$ cat src/srbd_pkg.sv
// Shared types and constants for the speed ramp with braking distance block.
// Used by srbd_mul, srbd_div and the top level; depends on nothing.
package srbd_pkg;

    localparam int unsigned SPEED_W = 24;
    localparam int unsigned RATE_W  = 16;
    localparam int unsigned DIST_W  = 32;
    localparam int unsigned BDIST_W = 40;

    // serial multiplier: multiplicand up to 25 bits, multiplier up to 24 bits
    localparam int unsigned MCAND_W = SPEED_W + 1;
    localparam int unsigned MPLR_W  = SPEED_W;
    localparam int unsigned PROD_W  = MCAND_W + MPLR_W;
    localparam int unsigned CNT_W   = 5;
    localparam logic [CNT_W-1:0] STEPS_TIME  = 5'd16;
    localparam logic [CNT_W-1:0] STEPS_SPEED = 5'd24;

    // serial divider: (v*v >> 1) / brake_rate
    localparam int unsigned DVD_W  = 2 * SPEED_W - 1;
    localparam int unsigned DVS_W  = RATE_W;
    localparam int unsigned DCNT_W = 6;
    localparam logic [DCNT_W-1:0] DIV_STEPS = 6'd47;

    localparam logic [1:0] OP_ACCEL = 2'd0;
    localparam logic [1:0] OP_DECEL = 2'd1;
    localparam logic [1:0] OP_ESTOP = 2'd2;

    localparam logic [1:0] CFG_LIMIT = 2'd0;
    localparam logic [1:0] CFG_ACCEL = 2'd1;
    localparam logic [1:0] CFG_BRAKE = 2'd2;

    typedef enum logic [1:0] {
        MODE_STOPPED  = 2'd0,
        MODE_SPEEDUP  = 2'd1,
        MODE_MAINTAIN = 2'd2,
        MODE_BRAKING  = 2'd3
    } t_mode;

    typedef enum logic [3:0] {
        S_IDLE,
        S_DELTA,
        S_DELTA_W,
        S_UPDATE,
        S_DIST,
        S_DIST_W,
        S_SQR,
        S_SQR_W,
        S_DIV,
        S_DIV_W,
        S_DONE
    } t_state;

    typedef struct packed {
        logic start;
    } t_unit_ctl;

    typedef struct packed {
        logic done;
    } t_unit_sts;

endpackage

$ cat src/srbd_mul.sv
// Bit-serial shift-add multiplier, one multiplier bit per cycle, LSB first.
// After N steps the product sits at o_prod >> (24 - N). Uses srbd_pkg.
module srbd_mul
    import srbd_pkg::*;
(
    input  logic               i_clk,
    input  logic               i_rst_n,
    input  t_unit_ctl          i_ctl,
    input  logic [MCAND_W-1:0] i_mcand,
    input  logic [MPLR_W-1:0]  i_mplier,
    input  logic [CNT_W-1:0]   i_steps,
    output t_unit_sts          o_sts,
    output logic [PROD_W-1:0]  o_prod
);

    logic [PROD_W-1:0]  r_p;
    logic [MCAND_W-1:0] r_mcand;
    logic [CNT_W-1:0]   r_cnt;
    logic               r_busy;
    logic               r_done;
    logic [MCAND_W:0]   n_hi;

    always_comb begin
        n_hi = {1'b0, r_p[PROD_W-1:MPLR_W]} + (r_p[0] ? {1'b0, r_mcand} : '0);
    end

    always_ff @(posedge i_clk) begin
        if (!i_rst_n) begin
            r_busy <= 1'b0;
            r_done <= 1'b0;
            r_cnt  <= '0;
        end else begin
            r_done <= r_busy && (r_cnt == CNT_W'(1));
            if (i_ctl.start) begin
                r_busy <= 1'b1;
                r_cnt  <= i_steps;
            end else if (r_busy) begin
                r_cnt <= r_cnt - CNT_W'(1);
                if (r_cnt == CNT_W'(1)) begin
                    r_busy <= 1'b0;
                end
            end
        end
    end

    always_ff @(posedge i_clk) begin
        if (i_ctl.start) begin
            r_p     <= {{MCAND_W{1'b0}}, i_mplier};
            r_mcand <= i_mcand;
        end else if (r_busy) begin
            r_p <= {n_hi, r_p[MPLR_W-1:1]};
        end
    end

    assign o_sts.done = r_done;
    assign o_prod     = r_p;

endmodule

$ cat src/srbd_div.sv
// Restoring bit-serial divider, one quotient bit per cycle, MSB first.
// Divides a 47-bit dividend by a 16-bit nonzero divisor. Uses srbd_pkg.
module srbd_div
    import srbd_pkg::*;
(
    input  logic             i_clk,
    input  logic             i_rst_n,
    input  t_unit_ctl        i_ctl,
    input  logic [DVD_W-1:0] i_dividend,
    input  logic [DVS_W-1:0] i_divisor,
    output t_unit_sts        o_sts,
    output logic [DVD_W-1:0] o_quot
);

    logic [DVD_W-1:0]  r_q;
    logic [DVS_W-1:0]  r_rem;
    logic [DVS_W-1:0]  r_dvs;
    logic [DCNT_W-1:0] r_cnt;
    logic              r_busy;
    logic              r_done;
    logic [DVS_W:0]    n_trial;
    logic              n_fit;

    always_comb begin
        n_trial = {r_rem, r_q[DVD_W-1]};
        n_fit   = (n_trial >= {1'b0, r_dvs});
    end

    always_ff @(posedge i_clk) begin
        if (!i_rst_n) begin
            r_busy <= 1'b0;
            r_done <= 1'b0;
            r_cnt  <= '0;
        end else begin
            r_done <= r_busy && (r_cnt == DCNT_W'(1));
            if (i_ctl.start) begin
                r_busy <= 1'b1;
                r_cnt  <= DIV_STEPS;
            end else if (r_busy) begin
                r_cnt <= r_cnt - DCNT_W'(1);
                if (r_cnt == DCNT_W'(1)) begin
                    r_busy <= 1'b0;
                end
            end
        end
    end

    always_ff @(posedge i_clk) begin
        if (i_ctl.start) begin
            r_q   <= i_dividend;
            r_rem <= '0;
            r_dvs <= i_divisor;
        end else if (r_busy) begin
            r_q <= {r_q[DVD_W-2:0], n_fit};
            if (n_fit) begin
                r_rem <= DVS_W'(n_trial - {1'b0, r_dvs});
            end else begin
                r_rem <= n_trial[DVS_W-1:0];
            end
        end
    end

    assign o_sts.done = r_done;
    assign o_quot     = r_q;

endmodule

$ cat src/speed_ramp_with_braking_distance.sv
// Speed ramp with braking distance: speed and motion state update per step.
// Top level; instantiates srbd_mul and srbd_div, uses srbd_pkg.
//
// Channels:
//   config - i_cfg_valid/o_cfg_ready, i_cfg_index, i_cfg_data. Always ready;
//            index 0 speed limit, 1 accel rate, 2 brake rate, 3 ignored.
//   input  - i_in_valid/o_in_ready, i_opcode, i_time_step.
//   output - o_out_valid/i_out_ready, o_distance, o_new_speed,
//            o_motion_state, o_braking_distance.
// One request in gives one request out. Requests are processed one at a time
// on a shared bit-serial multiplier and a bit-serial divider. Accelerate or
// decelerate also forms the speed delta product and, unless decelerate ends
// at zero speed, the distance product; every request forms the squared-speed
// product, and with brake rate zero the division is skipped.
// The result sits in an output register, so the next request is accepted
// while it waits; if the receiver stalls, a finished request holds until the
// output register frees. Reset clears speed, state and configuration to zero.
module speed_ramp_with_braking_distance
    import srbd_pkg::*;
(
    input  logic                 i_clk,
    input  logic                 i_rst_n,
    input  logic                 i_cfg_valid,
    output logic                 o_cfg_ready,
    input  logic [1:0]           i_cfg_index,
    input  logic [SPEED_W-1:0]   i_cfg_data,
    input  logic                 i_in_valid,
    output logic                 o_in_ready,
    input  logic [1:0]           i_opcode,
    input  logic [RATE_W-1:0]    i_time_step,
    output logic                 o_out_valid,
    input  logic                 i_out_ready,
    output logic [DIST_W-1:0]    o_distance,
    output logic [SPEED_W-1:0]   o_new_speed,
    output logic [1:0]           o_motion_state,
    output logic [BDIST_W-1:0]   o_braking_distance
);

    t_state r_state, n_state;

    logic [SPEED_W-1:0] r_limit;
    logic [RATE_W-1:0]  r_accel;
    logic [RATE_W-1:0]  r_brake;
    logic [SPEED_W-1:0] r_speed;
    t_mode              r_mode;

    logic [1:0]         r_op;
    logic [RATE_W-1:0]  r_t;
    logic [MCAND_W-1:0] r_sum;
    logic               r_need_dist;
    logic [DIST_W-1:0]  r_dist;
    logic [BDIST_W-1:0] r_bdist;

    logic               r_out_valid;
    logic [DIST_W-1:0]  r_out_dist;
    logic [SPEED_W-1:0] r_out_speed;
    t_mode              r_out_mode;
    logic [BDIST_W-1:0] r_out_bdist;

    t_unit_ctl          mul_ctl, div_ctl;
    t_unit_sts          mul_sts, div_sts;
    logic [MCAND_W-1:0] mul_mcand;
    logic [MPLR_W-1:0]  mul_mplier;
    logic [CNT_W-1:0]   mul_steps;
    logic [PROD_W-1:0]  mul_prod;
    logic [DVD_W-1:0]   div_quot;

    logic [SPEED_W-1:0] n_delta;
    logic [MCAND_W-1:0] n_acc_sum;
    logic [SPEED_W-1:0] n_acc_v;
    logic [SPEED_W-1:0] n_dec_v;
    logic [SPEED_W-1:0] n_speed;
    t_mode              n_mode;
    logic               n_need_dist;
    logic               out_free;

    srbd_mul u_mul (
        .i_clk    (i_clk),
        .i_rst_n  (i_rst_n),
        .i_ctl    (mul_ctl),
        .i_mcand  (mul_mcand),
        .i_mplier (mul_mplier),
        .i_steps  (mul_steps),
        .o_sts    (mul_sts),
        .o_prod   (mul_prod)
    );

    srbd_div u_div (
        .i_clk      (i_clk),
        .i_rst_n    (i_rst_n),
        .i_ctl      (div_ctl),
        .i_dividend (mul_prod[2*SPEED_W-1:1]),
        .i_divisor  (r_brake),
        .o_sts      (div_sts),
        .o_quot     (div_quot)
    );

    assign out_free = !r_out_valid || i_out_ready;

    // speed update from the delta product (16 steps: product at [48:8])
    always_comb begin
        n_delta   = mul_prod[39:16];
        n_acc_sum = {1'b0, r_speed} + {1'b0, n_delta};
        n_acc_v   = n_acc_sum[SPEED_W] ? '1 : n_acc_sum[SPEED_W-1:0];
        if ((r_limit != '0) && (n_acc_v > r_limit)) begin
            n_acc_v = r_limit;
        end
        n_dec_v = (r_speed > n_delta) ? (r_speed - n_delta) : '0;
        case (r_op)
            OP_ACCEL: begin
                n_speed     = n_acc_v;
                n_mode      = (n_acc_v == r_limit) ? MODE_MAINTAIN : MODE_SPEEDUP;
                n_need_dist = 1'b1;
            end
            OP_DECEL: begin
                n_speed     = n_dec_v;
                n_mode      = (n_dec_v == '0) ? MODE_STOPPED : MODE_BRAKING;
                n_need_dist = (n_dec_v != '0);
            end
            OP_ESTOP: begin
                n_speed     = '0;
                n_mode      = MODE_STOPPED;
                n_need_dist = 1'b0;
            end
            default: begin
                n_speed     = r_speed;
                n_mode      = r_mode;
                n_need_dist = 1'b0;
            end
        endcase
    end

    always_comb begin
        n_state = r_state;
        unique case (r_state)
            S_IDLE: begin
                if (i_in_valid) begin
                    if ((i_opcode == OP_ACCEL) || (i_opcode == OP_DECEL)) begin
                        n_state = S_DELTA;
                    end else begin
                        n_state = S_UPDATE;
                    end
                end
            end
            S_DELTA:   n_state = S_DELTA_W;
            S_DELTA_W: if (mul_sts.done) n_state = S_UPDATE;
            S_UPDATE:  n_state = n_need_dist ? S_DIST : S_SQR;
            S_DIST:    n_state = S_DIST_W;
            S_DIST_W:  if (mul_sts.done) n_state = S_SQR;
            S_SQR:     n_state = S_SQR_W;
            S_SQR_W: begin
                if (mul_sts.done) begin
                    n_state = (r_brake != '0) ? S_DIV : S_DONE;
                end
            end
            S_DIV:     n_state = S_DIV_W;
            S_DIV_W:   if (div_sts.done) n_state = S_DONE;
            S_DONE:    if (out_free) n_state = S_IDLE;
            default:   n_state = S_IDLE;
        endcase
    end

    always_comb begin
        o_in_ready    = 1'b0;
        mul_ctl.start = 1'b0;
        div_ctl.start = 1'b0;
        mul_mcand     = {{(MCAND_W-RATE_W){1'b0}}, r_accel};
        mul_mplier    = {{(MPLR_W-RATE_W){1'b0}}, r_t};
        mul_steps     = STEPS_TIME;
        unique case (r_state)
            S_IDLE: o_in_ready = 1'b1;
            S_DELTA: begin
                mul_ctl.start = 1'b1;
                if (r_op == OP_DECEL) begin
                    mul_mcand = {{(MCAND_W-RATE_W){1'b0}}, r_brake};
                end
            end
            S_DIST: begin
                mul_ctl.start = 1'b1;
                mul_mcand     = r_sum;
            end
            S_SQR: begin
                mul_ctl.start = 1'b1;
                mul_mcand     = {1'b0, r_speed};
                mul_mplier    = r_speed;
                mul_steps     = STEPS_SPEED;
            end
            S_DIV:   div_ctl.start = 1'b1;
            default: ;
        endcase
    end

    always_ff @(posedge i_clk) begin
        if (!i_rst_n) begin
            r_state     <= S_IDLE;
            r_limit     <= '0;
            r_accel     <= '0;
            r_brake     <= '0;
            r_speed     <= '0;
            r_mode      <= MODE_STOPPED;
            r_out_valid <= 1'b0;
        end else begin
            r_state <= n_state;
            if (i_cfg_valid) begin
                unique case (i_cfg_index)
                    CFG_LIMIT: r_limit <= i_cfg_data;
                    CFG_ACCEL: r_accel <= i_cfg_data[RATE_W-1:0];
                    CFG_BRAKE: r_brake <= i_cfg_data[RATE_W-1:0];
                    default:   ;
                endcase
            end
            if (r_state == S_UPDATE) begin
                r_speed <= n_speed;
                r_mode  <= n_mode;
            end
            if ((r_state == S_DONE) && out_free) begin
                r_out_valid <= 1'b1;
            end else if (i_out_ready) begin
                r_out_valid <= 1'b0;
            end
        end
    end

    always_ff @(posedge i_clk) begin
        if ((r_state == S_IDLE) && i_in_valid) begin
            r_op <= i_opcode;
            r_t  <= i_time_step;
        end
        if (r_state == S_UPDATE) begin
            r_sum       <= {1'b0, r_speed} + {1'b0, n_speed};
            r_need_dist <= n_need_dist;
            r_dist      <= '0;
        end
        // 16-step product at [48:8], then >> 9
        if ((r_state == S_DIST_W) && mul_sts.done && r_need_dist) begin
            r_dist <= mul_prod[PROD_W-1:17];
        end
        if ((r_state == S_SQR_W) && mul_sts.done) begin
            r_bdist <= '0;
        end
        if ((r_state == S_DIV_W) && div_sts.done) begin
            if (div_quot[DVD_W-1:BDIST_W] != '0) begin
                r_bdist <= '1;
            end else begin
                r_bdist <= div_quot[BDIST_W-1:0];
            end
        end
        if ((r_state == S_DONE) && out_free) begin
            r_out_dist  <= r_dist;
            r_out_speed <= r_speed;
            r_out_mode  <= r_mode;
            r_out_bdist <= r_bdist;
        end
    end

    assign o_cfg_ready        = 1'b1;
    assign o_out_valid        = r_out_valid;
    assign o_distance         = r_out_dist;
    assign o_new_speed        = r_out_speed;
    assign o_motion_state     = r_out_mode;
    assign o_braking_distance = r_out_bdist;

endmodule
$ cat config.mk
export PLATFORM = sky130hd
export DESIGN_NAME = speed_ramp_with_braking_distance
export DESIGN_NICKNAME = d
export VERILOG_FILES = /design/src/srbd_pkg.sv /design/src/srbd_mul.sv /design/src/srbd_div.sv /design/src/speed_ramp_with_braking_distance.sv
export SDC_FILE = /design/constraint.sdc
export NUM_CORES = 1
export LEC_CHECK = 0
export BUFFER_PORTS_ARGS = -buffer_cell sky130_fd_sc_hd__buf_2
export CORE_AREA = 2 2 241 243
export DETAILED_ROUTE_END_ITERATION = 7
export DIE_AREA = 0 0 243 245
export GPL_TIMING_DRIVEN = 0
export PLACE_DENSITY = 0.63
export SLEW_MARGIN = 15
export SYNTH_ARGS = -nofsm -noshare
export SYNTH_HDL_FRONTEND = slang
export SYNTH_SLANG_ARGS = --single-unit
$ cat constraint.sdc
create_clock -name i_clk -period 11.6 [get_ports i_clk]
set_input_delay 1.74 -clock i_clk [delete_from_list [all_inputs] [get_ports i_clk]]
set_output_delay 1.74 -clock i_clk [all_outputs]
set_load 0.03 [all_outputs]
# Word level (Yosys, flattened, before mapping)

Cells that the tools add are included.

Output and inout bits: 101
Input bits: 49
Register bits after elaboration: 469
Word-level logic and storage cells: 147

Bitwise operators: 1
Add/sub/neg operators: 7
Magnitude comparators: 3
Multiplexer cells: 48
Reductions and logical operators: 34
Eq/ne operators: 24

Operators with widths:

| cell               | number |
|---|---|
| $mux 24            | 6 |
| $mux 40            | 3 |
| $mux 47            | 2 |
| $pmux 25 s3        | 1 |
| $pmux 24 s3        | 1 |
| $mux 32            | 2 |
| $add 24x24->25     | 2 |
| $gt 24x24->1       | 2 |
| $reduce_bool 24->1 | 2 |
| $pmux 4 s11        | 1 |
| $mux 16            | 2 |
| $mux 4             | 7 |
| $add 25x25->26     | 1 |
| $mux 25            | 1 |
| $eq 24x24->1       | 1 |
| $logic_not 24->1   | 1 |
| $sub 24x24->24     | 1 |
| $ge 17x16->1       | 1 |
| $eq 4x3->1 const B | 4 |
| $reduce_bool 16->1 | 1 |
| $sub 16x16->16     | 1 |
| $eq 4x4->1 const B | 3 |
| $mux 6             | 2 |
| $mux 1             | 11 |
| other kinds (27)   | 58 |

# Logic depth before layout (Yosys ltp)

Word-level depth: 8
Mapped depth: 39
Depth with buffers taken out: 35

# By module

A second synthesis with hierarchy kept.

Cells, all modules: 2547
Area, all modules: 26078.8 sq um

By module, submodules not included:

| module                           | seq. area each (sq um) | cells each | area each (sq um) | instances |
|---|---|---|---|---|
| speed_ramp_with_braking_distance | 8167.8                 | 1719       | 16945.0           | 1 |
| srbd_div                         | 2372.3                 | 406        | 4667.0            | 1 |
| srbd_mul                         | 2112.0                 | 422        | 4466.8            | 1 |

# Worst setup path after synthesis

No wires, ideal clock.

Path type: register to register
Start point: register u_mul.r_p[28], in the netlist u_mul.o_prod[28]
End point: register r_sum[24] (data pin)
Cell stages (with the launch flop): 36
Path buffers: 5
Setup time: 262 ps
Arrival time: 7951 ps
Required time: 11338 ps
Clock period less this slack: 8213 ps
Slack: 3387 ps
Path through: dfxtp_1 inv_1 ha_1 nor2b_1 or2_4 a211o_1 a221oi_4 o21a_4 buf_6 clkbuf_1 clkbuf_1 nand2_1 ha_1 nand3_1 nor2_1 a221o_1 a2111oi_0 a211o_1 clkbuf_1 buf_1 o21ai_0 a221oi_1 a21oi_1 ha_1 nor2b_1 o21a_1 o21ai_0 nand2b_1 a41o_1 a41o_1 o41ai_1 o21ai_0 or4_1 a31oi_1 o21a_1 o21ai_0

Longest elaborated chain between the ends: 7
Elaborated cells between the ends (all ways): 10
Those cells by class: 3 x add/sub; 2 x order compare; 4 x mux; 1 x reduce/logical

RTL lines:

| item                   | line                                    | text |
|---|---|---|
| from (decl)            | srbd_mul.sv:16                          | `logic [PROD_W-1:0] r_p;` |
| from (signal assigned) | srbd_mul.sv:48                          | `r_p <= {{MCAND_W{1'b0}}, i_mplier};` |
| from (signal assigned) | srbd_mul.sv:51                          | `r_p <= {n_hi, r_p[MPLR_W-1:1]};` |
| $add 24x24->25         | speed_ramp_with_braking_distance.sv:103 | `n_acc_sum = {1'b0, r_speed} + {1'b0, n_delta};` |
| $mux 24                | speed_ramp_with_braking_distance.sv:104 | `n_acc_v = n_acc_sum[SPEED_W] ? '1 : n_acc_sum[SPEED_W-1:0];` |
| $gt 24x24->1           | speed_ramp_with_braking_distance.sv:105 | `if ((r_limit != '0) && (n_acc_v > r_limit)) begin` |
| $logic_and 1x1->1      | speed_ramp_with_braking_distance.sv:105 |  |
| $mux 24                | speed_ramp_with_braking_distance.sv:105 |  |
| $pmux 24 s3 (*)        | speed_ramp_with_braking_distance.sv:109 | `case (r_op)` |
| net n_speed[2]         | speed_ramp_with_braking_distance.sv:72  | `logic [SPEED_W-1:0] n_speed;` |
| $add 24x24->25 (*)     | speed_ramp_with_braking_distance.sv:230 | `r_sum <= {1'b0, r_speed} + {1'b0, n_speed};` |
| to (signal assigned)   | speed_ramp_with_braking_distance.sv:230 |  |
| to (decl)              | speed_ramp_with_braking_distance.sv:49  | `logic [MCAND_W-1:0] r_sum;` |

The timed path passes the listed nets; every way through them passes the cells marked *.
A chain may end at the register's enable or synchronous reset.

# Worst setup path in the final report

Start point: register r_speed[14]
End point: register r_sum[24] (data pin)

Longest elaborated chain between the ends: 7
Elaborated cells between the ends (all ways): 10
Those cells by class: 3 x add/sub; 2 x order compare; 4 x mux; 1 x reduce/logical

RTL lines:

| item                   | line                                    | text |
|---|---|---|
| from (decl)            | speed_ramp_with_braking_distance.sv:44  | `logic [SPEED_W-1:0] r_speed;` |
| from (signal assigned) | speed_ramp_with_braking_distance.sv:213 | `r_speed <= n_speed;` |
| $add 24x24->25         | speed_ramp_with_braking_distance.sv:103 |  |
| $mux 24                | speed_ramp_with_braking_distance.sv:104 |  |
| $gt 24x24->1           | speed_ramp_with_braking_distance.sv:105 |  |
| $logic_and 1x1->1      | speed_ramp_with_braking_distance.sv:105 |  |
| $mux 24                | speed_ramp_with_braking_distance.sv:105 |  |
| $pmux 24 s3 (*)        | speed_ramp_with_braking_distance.sv:109 |  |
| net n_speed[0]         | speed_ramp_with_braking_distance.sv:72  |  |
| $add 24x24->25 (*)     | speed_ramp_with_braking_distance.sv:230 |  |

Marked as above.

==> impl_metrics.toml <==
[power]
power_w = 0.00648
power_leakage_nw = 11.4
vdd_ir_drop_max_uv = 112
power_density_nw_per_um2 = 224

[cts]
cts_made_buffers = 49
cts_max_level = 2
postCtsSetupRepairBufs = 0
cts_tree = "yes"
clock_tree.root_cell = "clkbuf_16"
cts_max_path_buffers = 3
cts.clk_slew.worst_paths_ps = 60
cts.sinks = 469
clkLatencyLatePin_ps = 600

[worst_setup_path]
crit_end = "r_sum[24]$_DFFE_PP_"
slowest_delay_ps = 800
critical-path-top-delay-family = "compound AO/OA/AOI/OAI gates"
end_kind = "flip-flop"
r2r-start = "r_speed[14]$_SDFFE_PN0P_"
cp.arrival_ps = 11110
reg2regPathDepth = 36
setup.worst_path.class = "reg2reg"
worstSetupPathDepth = 36
r2r-end = "r_sum[24]$_DFFE_PP_"
critPathLaunchType = "flip-flop"
crit_path_start = "r_speed[14]$_SDFFE_PN0P_"
crit_slowest_cell = "dfxtp_1"
path_buf_inv = 6
r2r_slack_ps = 810
crit_fanout = 10
crit_required_ps = 11910

[route]
via_per_inst = 5.84
wl_per_cell_um = 22.7
drt_first_pass_iters = 7
drt-total-wl_um = 80600
drt_iter0_markers = 2129
drc = 0
dr_total_vias = 20769
antenna_left = 0

[grt]
grt.overflow.total = 0
grt_pass1_wl_um = 121000
grt_start_max_net_pins = 35
antenna_found_initial = 1
grt_usage = 0.267
grt_pass1_vias = 19575

[yosys]
synthFlopType = "edfxtp_1"
yosysSeqAreaShare = 0.500
synth.largest_area_cell = "edfxtp_1"
synth_edf_count = 326
synth_cells = 2545
synth_nets = 2743
ys_types = 86
async_flop_share = 0
ys_warn_count = 0
avgSynthCellArea_um2 = 9.94
yosysTopAreaCellShare = 0.387
synth_area_um2 = 25300
netlist_top_cells_area = "edfxtp_1 39%, dfxtp_1 11%, ha_1 7.1%"
yosys_register_bits = 469

[place]
place_inst = 3464
globalplace.congestion = 0.951
placement.io_buffers = 147
post-dp-hpwl_um = 62200

[die]
io_pins = 150
die-area_um2 = 59500
start_util = 0.444
dieHeight_um = 245
row_count = 88
die_w_um = 243
core_area_um2 = 57000

[timing]
relSlewSlack = 0.156
hold_violations = 0
post-route-min-period_ps = 10790
drv_slew = 0
timing.setup.tns_ps = 0
rsz0062_at_grt = "no"
fmaxAchievable_ghz = 0.0926
tightest_slew_ps = 1250
fin_crit_sh = 0.931
fin_skew_ps = 20.9
setup_viol = 0
hold_ws_ps = 415

[cells_and_area]
nNetsFinal = 2948
syn2layout_area_growth_pct = 14.1
drive_gt1_frac = 0.109
final_cell_count_no_fill = 3556

[min_path]
hold_path.class = "reg2reg"

[run_status]
outcome = "complete, no violations"

[run]
drv_cap = 0
-- stage by stage --
stage	worst slack (ps)	instance area [um2]	util
after floorplan	3390	25300	-
final	806	28900	0.506
after detailed placement	154	27200	0.477
after global placement	300	27000	0.473
after global routing	274	28900	0.506
after CTS	125	28800	0.506
-- logic make-up (layout without fill, tap and decap cells) --
group | after synthesis | count (layout) | share of synthesized area
and+or+nand+nor | 841 | 841 | 0.155
AOI/OAI and AO/OA | 682 | 682 | 0.181
DFF | 469 | 469 | 0.500
buffers and inverters | 275 | 520 | 0.0419
adders and majority gates | 149 | 149 | 0.0751
xor gates and xnor gates | 84 | 84 | 0.0291
muxes | 44 | 44 | 0.0178
other | 1 | 2 | 0.000148
-- power by group --
part / total, W / internal [W] / switching, W
registers: 0.00223 / 0.00203 / 0.000198
logic: 0.00263 / 0.000890 / 0.00174
clock network: 0.00162 / 0.000954 / 0.000666
total: 0.00648 / 0.00388 / 0.00260
-- how the worst min path moves through the flow --
stage	depth (start not counted)	start	to	slack, ps
6_report	0	r_bdist[12]$_SDFFCE_PN0P_	o_braking_distance[12]$_DFFE_PP_	410
5_1_grt	0	r_bdist[7]$_SDFFCE_PN0P_	o_braking_distance[7]$_DFFE_PP_	420
4_1_cts	0	r_bdist[12]$_SDFFCE_PN0P_	o_braking_distance[12]$_DFFE_PP_	410
3_5_place_dp	0	r_bdist[12]$_SDFFCE_PN0P_	o_braking_distance[12]$_DFFE_PP_	400
3_3_place_gp	0	r_bdist[22]$_SDFFCE_PN0P_	o_braking_distance[22]$_DFFE_PP_	410
2_1_floorplan	0	r_bdist[0]$_SDFFCE_PN0P_	o_braking_distance[0]$_DFFE_PP_	400
-- per-layer routing --
layer,vias to the layer above,part of all wire,track usage
met3,145,0.074,0.0335
met2,882,0.45,0.425
li1,9691,-,-
met1,10051,0.44,0.380
met4,0,0.029,0.0819
met5,-,0,0
-- cells in the mapped netlist (7+ instances only) --
library cell	instances
nand2_1	362
edfxtp_1	326
nor2_1	155
a21oi_1	152
o21ai_0	146
ha_1	144
dfxtp_1	143
inv_1	142
clkbuf_1	114
a21boi_0	64
xnor2_1	64
o21a_1	63
nor3_1	47
nor4_1	45
and2_1	41
mux2i_1	35
nand3_1	35
a31oi_1	33
a21o_1	31
nor2b_1	27
a211oi_1	23
nand2b_1	22
and3_1	21
a221oi_1	20
or2_2	20
xor2_1	20
or3_1	18
a222oi_1	16
nand4_1	14
o211ai_1	12
o21bai_1	11
o22ai_1	10
a22o_1	9
mux2_2	9
a211o_1	8
a311oi_1	8
buf_1	7
buf_2	7
nor3b_1	7
o31ai_1	7
or4_1	7
-- flip-flops by register name, summed over array words and instances, names as in the netlist, 4 cells and up --
register	flops
u_mul.o_prod	49
u_div.o_quot	47
o_braking_distance	40
r_bdist	40
o_distance	32
r_dist	32
r_sum	25
u_mul.r_mcand	25
o_new_speed	24
r_limit	24
r_speed	24
r_accel	16
r_brake	16
r_t	16
u_div.r_dvs	16
u_div.r_rem	16
u_div.r_cnt	6
u_mul.r_cnt	5
r_state	4
-- cells in the final DEF, fill, tap and decap left out, types with 123 or more instances in the layout --
cell type | netlist | routed
a21oi_1 | 152 | 150
buf_2 | 7 | 156
clkbuf_1 | 114 | 123
dfxtp_1 | 143 | 137
edfxtp_1 | 326 | 326
ha_1 | 144 | 144
inv_1 | 142 | 142
nand2_1 | 362 | 361
nor2_1 | 155 | 154
o21ai_0 | 146 | 145
-- area by class of cell --
| cell class | count | area [um2] |
|---|---|---|
| inverters | 144 | 541 |
| plain buffers | 131 | 524 |
| flip-flops and latches | 469 | 12700 |
| diodes | 1 | 2.50 |
| well taps | 765 | 957 |
| clock inverters | 26 | 312 |
| fillers | 5236 | 28200 |
| clock buffers | 65 | 1350 |
| repair buffers | 154 | 886 |
| multi-input cells | 1801 | 11600 |
-- what timing repair did --
action,CTS,global route
setup endpoints to repair,0,3
gates resized for setup,0,13
hold buffers,0,0
Power figures use the tool's default switching activity.
